File: src/hdl/tcce_pkg.sv
package tcce_pkg;

  localparam int COLS   = 80;
  localparam int ROWS   = 25;
  localparam int CELLS  = COLS * ROWS;
  localparam int COPY_N = (ROWS - 1) * COLS;

  // Field widths fixed by the port list
  localparam int COL_W  = 7;
  localparam int ROW_W  = 5;
  localparam int IDX_W  = 11;
  localparam int CHR_W  = 8;
  localparam int CELL_W = 16;

  // Cell address that may run past the last cell (start + 7)
  localparam int CA_W   = $clog2(CELLS + 8);
  // Sweep pointer, holds CELLS itself
  localparam int PTR_W  = $clog2(CELLS + 1);
  localparam int RAM_AW = $clog2(CELLS);

  localparam logic [2:0] FN_PUT   = 3'd0;
  localparam logic [2:0] FN_HEX   = 3'd1;
  localparam logic [2:0] FN_BIN   = 3'd2;
  localparam logic [2:0] FN_DEC   = 3'd3;
  localparam logic [2:0] FN_CLEAR = 3'd4;
  localparam logic [2:0] FN_READ  = 3'd5;

  localparam logic [7:0] CH_NUL  = 8'h00;
  localparam logic [7:0] CH_LF   = 8'h0A;
  localparam logic [7:0] CH_CR   = 8'h0D;
  localparam logic [7:0] CH_ZERO = 8'h30;
  localparam logic [7:0] CH_A    = 8'h41;

  typedef enum logic [4:0] {
    S_INIT, S_IDLE, S_DISPATCH, S_PUT, S_LINE, S_HEX_LO, S_HEX_HI, S_BCD,
    S_DIGITS, S_ADV8, S_SCROLL_RD, S_SCROLL, S_BLANK, S_CLEAR, S_READ, S_RESP
  } state_t;

  typedef enum logic [2:0] {
    WR_NONE, WR_CHAR, WR_HEX_LO, WR_HEX_HI, WR_DIGIT, WR_ZERO, WR_COPY
  } wr_t;

  typedef enum logic [1:0] {ADV_NONE, ADV_ONE, ADV_EIGHT, ADV_LINE} adv_t;

  typedef enum logic [1:0] {RD_IDX, RD_PRIME, RD_NEXT} rd_t;

  typedef struct packed {
    logic load;
    logic resp;
    logic cur_clr;
    logic ptr_clr;
    logic ptr_inc;
    logic k_inc;
    logic bcd_step;
    wr_t  wr;
    adv_t adv;
    rd_t  rd;
  } cmd_t;

  typedef struct packed {
    logic [2:0] func;
    logic       ch_zero;
    logic       ch_nl;
    logic       need_scroll;
    logic       ptr_copy_last;
    logic       ptr_last;
    logic       k_last;
    logic       bit_last;
    logic       out_free;
  } status_t;

  function automatic logic [7:0] hex_char(input logic [3:0] nib);
    if (nib < 4'd10) return CH_ZERO + {4'h0, nib};
    else return CH_A + {4'h0, nib} - 8'd10;
  endfunction

endpackage

File: src/hdl/tcce_ctrl.sv
module tcce_ctrl
  import tcce_pkg::*;
(
  input  logic    clk,
  input  logic    rst,
  input  logic    in_valid,
  output logic    in_ready,
  input  status_t st,
  output cmd_t    cmd
);

  state_t state, state_next;
  logic   ret_hex, ret_hex_next;

  always_ff @(posedge clk) begin
    if (rst) begin
      state   <= S_INIT;
      ret_hex <= 1'b0;
    end else begin
      state   <= state_next;
      ret_hex <= ret_hex_next;
    end
  end

  always_comb begin
    state_next   = state;
    ret_hex_next = ret_hex;
    in_ready     = 1'b0;
    cmd          = '0;
    cmd.wr       = WR_NONE;
    cmd.adv      = ADV_NONE;
    cmd.rd       = RD_IDX;
    case (state)
      S_INIT: begin
        cmd.wr      = WR_ZERO;
        cmd.ptr_inc = 1'b1;
        if (st.ptr_last) state_next = S_IDLE;
      end
      S_IDLE: begin
        in_ready = 1'b1;
        if (in_valid) begin
          cmd.load   = 1'b1;
          state_next = S_DISPATCH;
        end
      end
      S_DISPATCH: begin
        case (st.func)
          FN_PUT: begin
            if (st.ch_zero) state_next = S_RESP;
            else if (st.ch_nl) state_next = S_LINE;
            else state_next = S_PUT;
          end
          FN_HEX: state_next = S_HEX_LO;
          FN_BIN: state_next = S_DIGITS;
          FN_DEC: state_next = S_BCD;
          FN_CLEAR: begin
            cmd.cur_clr = 1'b1;
            cmd.ptr_clr = 1'b1;
            state_next  = S_CLEAR;
          end
          FN_READ: state_next = S_READ;
          default: state_next = S_RESP;
        endcase
      end
      S_LINE: begin
        cmd.adv      = ADV_LINE;
        ret_hex_next = 1'b0;
        state_next   = st.need_scroll ? S_SCROLL_RD : S_RESP;
      end
      S_PUT: begin
        cmd.wr       = WR_CHAR;
        cmd.adv      = ADV_ONE;
        ret_hex_next = 1'b0;
        state_next   = st.need_scroll ? S_SCROLL_RD : S_RESP;
      end
      S_HEX_LO: begin
        cmd.wr       = WR_HEX_LO;
        cmd.adv      = ADV_ONE;
        ret_hex_next = 1'b1;
        state_next   = st.need_scroll ? S_SCROLL_RD : S_HEX_HI;
      end
      S_HEX_HI: begin
        cmd.wr       = WR_HEX_HI;
        cmd.adv      = ADV_ONE;
        ret_hex_next = 1'b0;
        state_next   = st.need_scroll ? S_SCROLL_RD : S_RESP;
      end
      S_BCD: begin
        cmd.bcd_step = 1'b1;
        if (st.bit_last) state_next = S_DIGITS;
      end
      S_DIGITS: begin
        cmd.wr    = WR_DIGIT;
        cmd.k_inc = 1'b1;
        if (st.k_last) state_next = S_ADV8;
      end
      S_ADV8: begin
        cmd.adv      = ADV_EIGHT;
        ret_hex_next = 1'b0;
        state_next   = st.need_scroll ? S_SCROLL_RD : S_RESP;
      end
      S_SCROLL_RD: begin
        cmd.rd      = RD_PRIME;
        cmd.ptr_clr = 1'b1;
        state_next  = S_SCROLL;
      end
      S_SCROLL: begin
        cmd.wr      = WR_COPY;
        cmd.rd      = RD_NEXT;
        cmd.ptr_inc = 1'b1;
        if (st.ptr_copy_last) state_next = S_BLANK;
      end
      S_BLANK: begin
        cmd.wr      = WR_ZERO;
        cmd.ptr_inc = 1'b1;
        if (st.ptr_last) state_next = ret_hex ? S_HEX_HI : S_RESP;
      end
      S_CLEAR: begin
        cmd.wr      = WR_ZERO;
        cmd.ptr_inc = 1'b1;
        if (st.ptr_last) state_next = S_RESP;
      end
      S_READ: state_next = S_RESP;
      S_RESP: begin
        cmd.resp = 1'b1;
        if (st.out_free) state_next = S_IDLE;
      end
      default: state_next = S_INIT;
    endcase
  end

`ifndef SYNTHESIS
  a_ready_idle: assert property (@(posedge clk) disable iff (rst)
    in_ready |-> state == S_IDLE)
    else $error("ready outside idle");
  a_load_dispatch: assert property (@(posedge clk) disable iff (rst)
    cmd.load |=> state == S_DISPATCH)
    else $error("load did not dispatch");
  a_scroll_seq: assert property (@(posedge clk) disable iff (rst)
    state == S_SCROLL_RD |=> state == S_SCROLL)
    else $error("scroll prime not followed by copy");
`endif

endmodule

File: config.mk
export PLATFORM = sky130hd
export DESIGN_NAME = tcce_ctrl
export DESIGN_NICKNAME = d
export VERILOG_FILES = /design/src/hdl/tcce_pkg.sv /design/src/hdl/tcce_ctrl.sv
export SDC_FILE = /design/constraint.sdc
export NUM_CORES = 1
export LEC_CHECK = 0
export BUFFER_PORTS_ARGS = -buffer_cell sky130_fd_sc_hd__clkbuf_2
export CAP_MARGIN = 20
export CORE_MARGIN = 3
export CORE_UTILIZATION = 50
export CTS_BUF_LIST = sky130_fd_sc_hd__clkbuf_16
export DETAILED_ROUTE_END_ITERATION = 10
export PLACE_DENSITY = 0.83
export SYNTH_ARGS = -nofsm -noshare
export SYNTH_HDL_FRONTEND = slang
export SYNTH_SLANG_ARGS = --single-unit
File: constraint.sdc
create_clock -name clk -period 5.7 [get_ports clk]
set_clock_uncertainty 0.2 [all_clocks]
set_input_delay 1.14 -clock clk [delete_from_list [all_inputs] [get_ports clk]]
set_output_delay 1.14 -clock clk [all_outputs]
set_load 0.02 [all_outputs]
* Yosys cells after proc, flatten, opt, wreduce, memory -nomap -nowiden
Index checks and enable logic that the tools add are counted.
Operators by class: reductions and logical operators 8, equal/unequal tests 28, muxes and demuxes 29
Operators by type and width (number):
- $pmux 5 s13 | 1
- $eq 5x4->1 const B | 8
- $mux 5 | 8
- $pmux 4 s6 | 1
- $eq 5x3->1 const B | 4
- $pmux 3 s6 | 1
- $ne 2x2->1 const B | 8
- $mux 4 | 3
- $eq 5x2->1 const B | 2
- $mux 1 | 8
- $reduce_and 8->1 | 1
- $reduce_or 4->1 | 2
- $eq 3x2->1 const B | 2
- $eq 3x3->1 const B | 2
- $mux 3 | 2
- $pmux 2 s3 | 1
- $reduce_or 3->1 | 2
- $eq 5x1->1 const B | 1
- $logic_not 5->1 | 1
- $pmux 1 s2 | 2
- $pmux 2 s2 | 1
- $eq 3x1->1 const B | 1
- $logic_not 3->1 | 1
- $mux 2 | 1
- $reduce_bool 2->1 | 1
Word-level totals: bits in registers 6, input bits 14, word-level logic and storage cells 67, output and inout port bits 15

* Depth between registers and ports, before layout
Gate-level depths: netlist of the first run.
depth after elaboration 4, mapped depth 8, mapped depth without buffers 6

* Worst setup path before layout of the first run
OpenSTA, ideal clock, no wires.
path type input -> output, start point in st[9] (netlist bit), end point out cmd[10] (netlist bit), data required time 4360 ps, cell stages on the path 4, buffers on the path 0, arrival 2217 ps, slack 2143 ps, path through inv_1 > nand2_1 > nor4_1 > or2_2
RTL lines:
- from (decl) | RTL line tcce_ctrl.sv:8 | input status_t st,
- to (decl) | RTL line tcce_ctrl.sv:9 | output cmd_t cmd

==> results of run 1 <==
## kinds of logic (layout without fill, tap and decap cells)
group / after synthesis / in the layout
DFF: 5 / 5
AOI/OAI and AO/OA: 33 / 33
buffers and inverters: 12 / 34
xor gates and xnor gates: 1 / 1
muxes: 2 / 2
and+or+nand+nor: 61 / 61
## worst max-delay path by stage
stage | startpoint | to | slack (ns) | depth (start not counted)
6_report | st[8] | cmd[10] | 2.40 | 4
5_1_grt | st[9] | cmd[10] | 2.28 | 6
4_1_cts | st[9] | cmd[10] | 2.39 | 6
3_5_place_dp | st[9] | cmd[10] | 2.39 | 6
3_3_place_gp | st[8] | cmd[10] | 2.41 | 4
2_1_floorplan | st[9] | cmd[10] | 2.14 | 4
## per-stage QoR
stage,worst slack (ns),util (%)
finish,2.40,72.7
global route,2.28,72.7
CTS,2.39,72.7
detailed placement,2.39,66.1
global placement,2.41,66.1
floorplan,2.14,-
## where the power goes
| group | internal (mW) | leakage (nW) | switching, mW | total (mW) |
|---|---|---|---|---|
| Clock | 0.0907 | 0.0423 | 0.0211 | 0.112 |
| Sequential | 0.0520 | 0.0410 | 0.0742 | 0.126 |
| Combinational | 0.149 | 0.301 | 0.204 | 0.354 |
| Total | 0.292 | 0.384 | 0.300 | 0.592 |
## cells in the mapped netlist (all sizes together), types with 2 or more instances
cell    count
a21oi       9
dfxtp       5
or2         3
o32ai       3
inv         2
clkbuf      4
nand2      11
buf         6
nor3        3
nor2       24
mux2i       2
o21ai      10
nor4        3
nand2b      9
nor2b       3
## area by class of cell
class | count | share of cell area, %
clock buffers | 3 | 8.60
clock inverters | 1 | 0.430
inverters | 2 | 0.860
multi-input cells | 97 | 60.6
flip-flops and latches | 5 | 11.5
well taps | 14 | 2.01
repair buffers | 28 | 16.0
## cell usage in the layout (no fill, tap or decap), drive strengths merged, types with 2 or more instances in the layout
cell type / count
a21oi: 9
clkbuf: 31
dfxtp: 5
inv: 3
mux2i: 2
nand2: 11
nand2b: 9
nor2: 24
nor2b: 3
nor3: 3
nor4: 3
o21ai: 10
o32ai: 3
or2: 3
## registers in the layout, summed over array words and instances (netlist names)
name / cells
ret_hex: 1
state: 4
## per-layer routing
| layer | vias to the layer above | global-route usage, % | share of wire, % |
|---|---|---|---|
| met5 | - | 0 | 0 |
| met4 | 0 | 5.42 | 0.34 |
| met3 | 2 | 4.24 | 7.2 |
| met2 | 25 | 31.0 | 47 |
| met1 | 385 | 26.6 | 45 |
| li1 | 451 | - | - |
## worst register-to-register path: stages, from the launching register on
cell	delay [ns]
sky130_fd_sc_hd__dfxtp_1	0.75
sky130_fd_sc_hd__or2_1	0.33
sky130_fd_sc_hd__nor3_1	0.08
sky130_fd_sc_hd__a221o_1	0.31
sky130_fd_sc_hd__a21o_1	0.26
sky130_fd_sc_hd__or4_1	0.54
sky130_fd_sc_hd__a21oi_1	0.14
==> results summary, run 1 <==
The fraction of layout instances using a drive strength above 1 is 24.3%. The worst hold path begins at ret_hex$_SDFFE_PP0P_. Summed over its instances, the top area cell type makes up 14.5% of the synthesized netlist area. The worst max-slew margin expressed relative to the limit is 47.5%. The core region is 1200 um2.

The detailed-placement wirelength estimate is 1300 um. The global router's overall resource usage is 19.7%. The total area of multi-input combinational cells is 529 um2. The critical path goes through clkbuf_2, nor4_1, or2_2, clkbuf_2. The setup TNS is 0 ns.

The initial core utilization came out at 57.3%. The class of the tightest hold or removal check is flip-flop to flip-flop. The mean post-synth cell area came out at 6.04 um2. The minimum hold slack is 0.306 ns. The number of DRC violations after detailed routing is 0. The first global-routing pass estimated 2930 um of wire. Setup repair after global routing left no endpoint under its margin.

The register bit count reported by yosys came out at 5. From synthesis to final layout, the design area changed by 26.9%. The endpoint identified for the worst register-to-register timing path is state[3]$_SDFFE_PP0P_. At the worst endpoint, the arrival time is 1.96 ns. In this design, the stage delay of the slowest critical-path cell is 0.36 ns.

Counting along the longest clock path gives a buffer depth of 2. Ranked by total cell area, the synthesized netlist is headed by sky130_fd_sc_hd__dfxtp_1, sky130_fd_sc_hd__nor2_1, sky130_fd_sc_hd__nand2b_1, sky130_fd_sc_hd__o21ai_0, sky130_fd_sc_hd__a21oi_1. The number of setup violations in the final report is 0.

The finished cells cover 873 um2. The maximum frequency from static timing analysis is 0.303 GHz. The floorplan step set the die width to 43.1 um. The number of optimization iterations in the first detailed-route pass is 4. The hold violation count in the final report was 0.

The number of instances on the worst hold path is 2. The count of final max-slew check failures came out at 0. The total clock buffers created by CTS came out at 3.

The dominant combinational cell family by area after synthesis is simple AND/OR/NAND/NOR gates. The number of nets in the layout came out at 151. The leakage power of the design is 0.384 nW. Counting stages on the worst path, the most repeated cell is sky130_fd_sc_hd__clkbuf_2. The yosys synthesis warning count is 0. The peak fanout along the critical path is 7. The area of the die came out at 1860 um2.

The element type at the critical path start is an input pin. The worst setup path is captured at a primary output. Counting tap cells, the placed design contains a total of 146 instances. The number of nets handed over by synthesis was 128. The via count of the first global-routing pass is 680. The instance area after placement came out at 795 um2. In this run the remaining antenna-violating nets after routing total 0. The buffer count from post-CTS setup fixing came out at 0. The number of cells upsized or downsized after cts is 0. The clock tree from TritonCTS is done. The initial antenna violation count is 0. The largest area contributor in the synthesized netlist is sky130_fd_sc_hd__dfxtp_1. The count of inserted antenna diode cells came out at 0. The number of vias in the routed layout is 863. The end of the worst hold path is ret_hex$_SDFFE_PP0P_. The root buffer cell chosen for the clock tree is sky130_fd_sc_hd__clkbuf_16. The slowest cell on the critical path is sky130_fd_sc_hd__nor4_1.

The count of maximum capacitance violations is 0. The family with the most delay on the worst path is simple AND/OR/NAND/NOR gates. The share of the cycle needed by the critical path after routing is 57.9%. 29 I/O pins were placed. For this block, the initial DRC count from the detailed router was 16. In this run, synthesis inferred 0 flip-flops with an integrated enable.

The portion of the post-synthesis area used by sequential elements came out at 14.5%. Counting every instance in the synthesized netlist gives 114. The final routed wirelength across all metal layers came out at 1790 um. The number of unique standard cell types used by synthesis came out at 36.

The congestion estimate from routability-driven global placement came to 0.807. The critical register-to-register path startpoint is state[2]$_SDFFE_PP0P_. The run finished with clean final reports.

For this run, the leading register cell type out of synthesis is sky130_fd_sc_hd__dfxtp_1. The count of buffering cells on the critical path with inverters included is 2. The floorplan has 12 rows.

The slew at the pin with the worst max-slew slack is 0.787 ns. For this design the ratio of total power to cell area is 678 nW/um2. Clock-pin slew was measured on the worst setup and hold paths at 0.03 ns. The logic depth of the worst register-to-register path came out at 6. The overall power after layout came out at 0.592 mW.

The die outline height is 43.1 um. The critical path is of the input pin to primary output type. The portion of netlist area occupied by mux cells is 2.91%. Data on the critical path is required at its endpoint by 4.36 ns.

Counting every sink on the clock net gives 5. The number of H-tree levels is 1. The setup slack of the most critical reg-to-reg path is 3.02 ns.

The pin count of the biggest net entering global routing came out at 28. The detailed-route vias per instance is 5.75. The fraction of the mapped netlist area in simple logic gates is 42.4%. The fraction of registers with async set/reset came out at 0%.

The total overflow reported by the global router is 0. The number of hold-repair buffers added at the cts stage came out at 0. The count of port buffers added during placement came out at 28. The synthesized-area fraction occupied by xor and xnor cells is 1.27%. The count of filler cells inserted in the layout is 117.

The worst path needs 3.30 ns of the cycle, external delays included. After detailed routing, the average wire length per cell comes to 11.9 um. The count of non-filler cells in the finished layout came out at 150. Summing the areas of all fa, ha and maj instances in the mapped netlist gives 0% of the synthesized area. The register area came out at 100 um2. The post-synthesis instance area is 688 um2.

The maximum vdd ir drop came out at 0.417 mV. The fraction of the mapped netlist area in compound gates is 30.4%. The clock latency of the later-clocked register in the worst-skew pair is 0.22 ns.
Note: power is estimated with default switching activity, not from simulation.
==> inputs of run 2 (changes only) <==
--- a/config.mk
+++ b/config.mk
@@ -8,10 +8,10 @@
 export BUFFER_PORTS_ARGS = -buffer_cell sky130_fd_sc_hd__clkbuf_2
 export CAP_MARGIN = 20
 export CORE_MARGIN = 3
-export CORE_UTILIZATION = 50
+export CORE_UTILIZATION = 42
 export CTS_BUF_LIST = sky130_fd_sc_hd__clkbuf_16
 export DETAILED_ROUTE_END_ITERATION = 10
-export PLACE_DENSITY = 0.83
+export PLACE_DENSITY = 0.74
 export SYNTH_ARGS = -nofsm -noshare
 export SYNTH_HDL_FRONTEND = slang
 export SYNTH_SLANG_ARGS = --single-unit
==> constraint.sdc (replaced) <==
create_clock -name clk -period 2.9 [get_ports clk]
set_clock_uncertainty 0.2 [all_clocks]
set_input_delay 0.58 -clock clk [delete_from_list [all_inputs] [get_ports clk]]
set_output_delay 0.58 -clock clk [all_outputs]
set_load 0.02 [all_outputs]
==> run 2 against run 1 <==
Combinational power up 130%. Cell area up 3.6%. Cell count up 3.3%. Clock power increased by 100%. Via count rose by 2.9%. First-iteration DRC count decreased by 25%. Global-route usage grew 0.29 points. Largest cell class unchanged. Largest power group unchanged.
==> results summary, run 2 (same netlist as run 1, synthesis figures left out) <==
TritonCTS built the clock tree. The detailed-route vias per instance came out at 5.73. The global-route track usage on met2 came out at 32.7%.

The count of final max-slew check failures is 0. The die covers 2160 um2. The initial core utilization came out at 48.6%. The die outline height came out at 46.5 um. The initial antenna violation count came out at 0.

The number of nets still failing antenna checks after routing came out at 0. The number of flip-flops under the largest register name came out at 4. The number of instances on the worst hold path is 2. At the end of the flow the core is filled with cells to 63.9%. The number of DRC violations after detailed routing is 0. The clock latency of the later-clocked register in the worst-skew pair came out at 0.23 ns. The peak fanout along the critical path came out at 20. The library cell used most frequently in the layout, excluding fill and tap cells, is sky130_fd_sc_hd__clkbuf_2. The setup TNS came out at 0 ns. The global routing met1 resource utilization came out at 23.7%. The overall power after layout came out at 1.20 mW. The first detailed-routing pass took 4 iterations. The final critical path time including I/O delays and setup is 2.59 ns.

The setup slack of the most critical reg-to-reg path is 0.59 ns. For this block, the via count after detailed routing is 888. The via count of the first global-routing pass came out at 718. The data required time of the worst path came out at 2.12 ns. The number of buffers on the longest clock path is 2.

For this run, the number of standard cells in the final layout without fillers is 155. The worst setup margin came out at 0.307 ns. For this run, global-route usage on met3 was measured as 5.47%. The total area inside the core boundary comes to 1420 um2. The synthesis-to-layout area growth is 31.5%. The count of inserted antenna diode cells is 0.

The die is 46.5 um wide. The count of port buffers added during placement is 28. The minimum hold slack came out at 0.288 ns. The logic depth of the worst register-to-register path is 7.

For this design the static power due to leakage is 0.404 nW. The first global-routing pass estimated 3140 um of wire. The worst max-slew margin expressed relative to the limit is 58.5%. The number of setup violations in the final report came out at 0. The hold violation count in the final report came to 0. The number of placed instances, taps included came out at 151. The share of the cycle needed by the critical path after routing came out at 89.4%. The path class of the tightest hold or removal check is flip-flop to flip-flop.

The data arrival at the endpoint of the critical path came out at 1.81 ns. The critical path in this run is classified as flip-flop to primary output. More flip-flops sit in one register than any other, and that register is state. The total overflow reported by the global router came out at 0. The total clock buffers created by CTS came out at 3. The number of cells upsized or downsized after cts is 0.

The post-route cell area is 905 um2. The maximum frequency from static timing analysis is 0.386 GHz. The worst slack at placement came out at 0.551 ns.

In the layout the commonest cells are sky130_fd_sc_hd__clkbuf_2, sky130_fd_sc_hd__nor2_1, sky130_fd_sc_hd__nand2_1, sky130_fd_sc_hd__o21ai_0. The wire length per cell after detailed routing came out at 12.2 um. The count of filler cells inserted in the layout came out at 140. The buffer count from post-CTS setup fixing came out at 0.

The worst setup path is captured at a primary output. The flow ran to the end, and the final reports show no timing, DRC or antenna violations. The row count is 13. The count of maximum capacitance violations came out at 0.

The power density normalized to cell area is 1330 nW/um2. The iteration-0 DRC count of the detailed router is 12. The maximum vdd ir drop is 0.564 mV.

Entering global routing, the biggest net connects 21 pins. In this run, post-CTS hold repair placed 0 buffers. The detailed-placement wirelength estimate came out at 1420 um. At the end of routability-driven placement, the weighted congestion stood at 0.801. The I/O pin total is 29. The slew at the pin with the worst max-slew slack came out at 0.622 ns.

The number of H-tree levels is 1. The global router's overall resource usage came out at 20.0%. In the final layout, the registers with the most flip-flops are state (4), ret_hex (1). The worst setup path is launched from a flip-flop. The master cell of the clock root buffer is sky130_fd_sc_hd__clkbuf_16.

In the final layout, the share of cells above drive strength 1 is 26.4%. The final routed wirelength across all metal layers is 1890 um. Setup repair after global routing left no endpoint under its margin. The instance area after placement is 826 um2. The clock slew at the register clock pins of the worst setup and hold paths is 0.03 ns. After global routing, the most crowded layer is met2. The number of nets in the layout is 155. Counting every sink on the clock net gives 5.
## run 2: cell type report
cell class	instances	area (um2)	area share, %
multi-input combinational	97	529	58.5
timing repair buffer	32	170	18.8
sequential	5	100	11.1
clock buffer	3	75.1	8.30
tap	15	18.8	2.07
inverter	2	7.51	0.830
clock inverter	1	3.75	0.415
## run 2: final timing paths
kind                                         endpoint                   from
worst min register to register   ret_hex$_SDFFE_PP0P_   ret_hex$_SDFFE_PP0P_
worst min-delay path             ret_hex$_SDFFE_PP0P_   ret_hex$_SDFFE_PP0P_
worst max-delay path                          cmd[10]  state[0]$_SDFFE_PP0P_
worst max register to register  state[3]$_SDFFE_PP0P_  state[2]$_SDFFE_PP0P_
## run 2: worst max-delay path, cell delays in order (launching register included)
cell                       delay, ns
sky130_fd_sc_hd__dfxtp_1        0.49
sky130_fd_sc_hd__or2_2          0.42
sky130_fd_sc_hd__nor4_1         0.34
sky130_fd_sc_hd__or2_2          0.17
sky130_fd_sc_hd__clkbuf_2       0.15
## run 2: per-layer routing
layer  routed length [um]  vias to the layer above
met5                    0                        -
met4                   22                        0
met3                  153                        3
met2                  870                       30
met1                  842                      404
li1                     -                      451
## run 2: report_power, final
| part | total [mW] | internal (mW) | leakage, nW | switching (mW) |
|---|---|---|---|---|
| registers | 0.175 | 0.102 | 0.0410 | 0.0727 |
| clock network | 0.228 | 0.179 | 0.0423 | 0.0491 |
| logic | 0.798 | 0.321 | 0.321 | 0.478 |
| total | 1.20 | 0.602 | 0.404 | 0.600 |
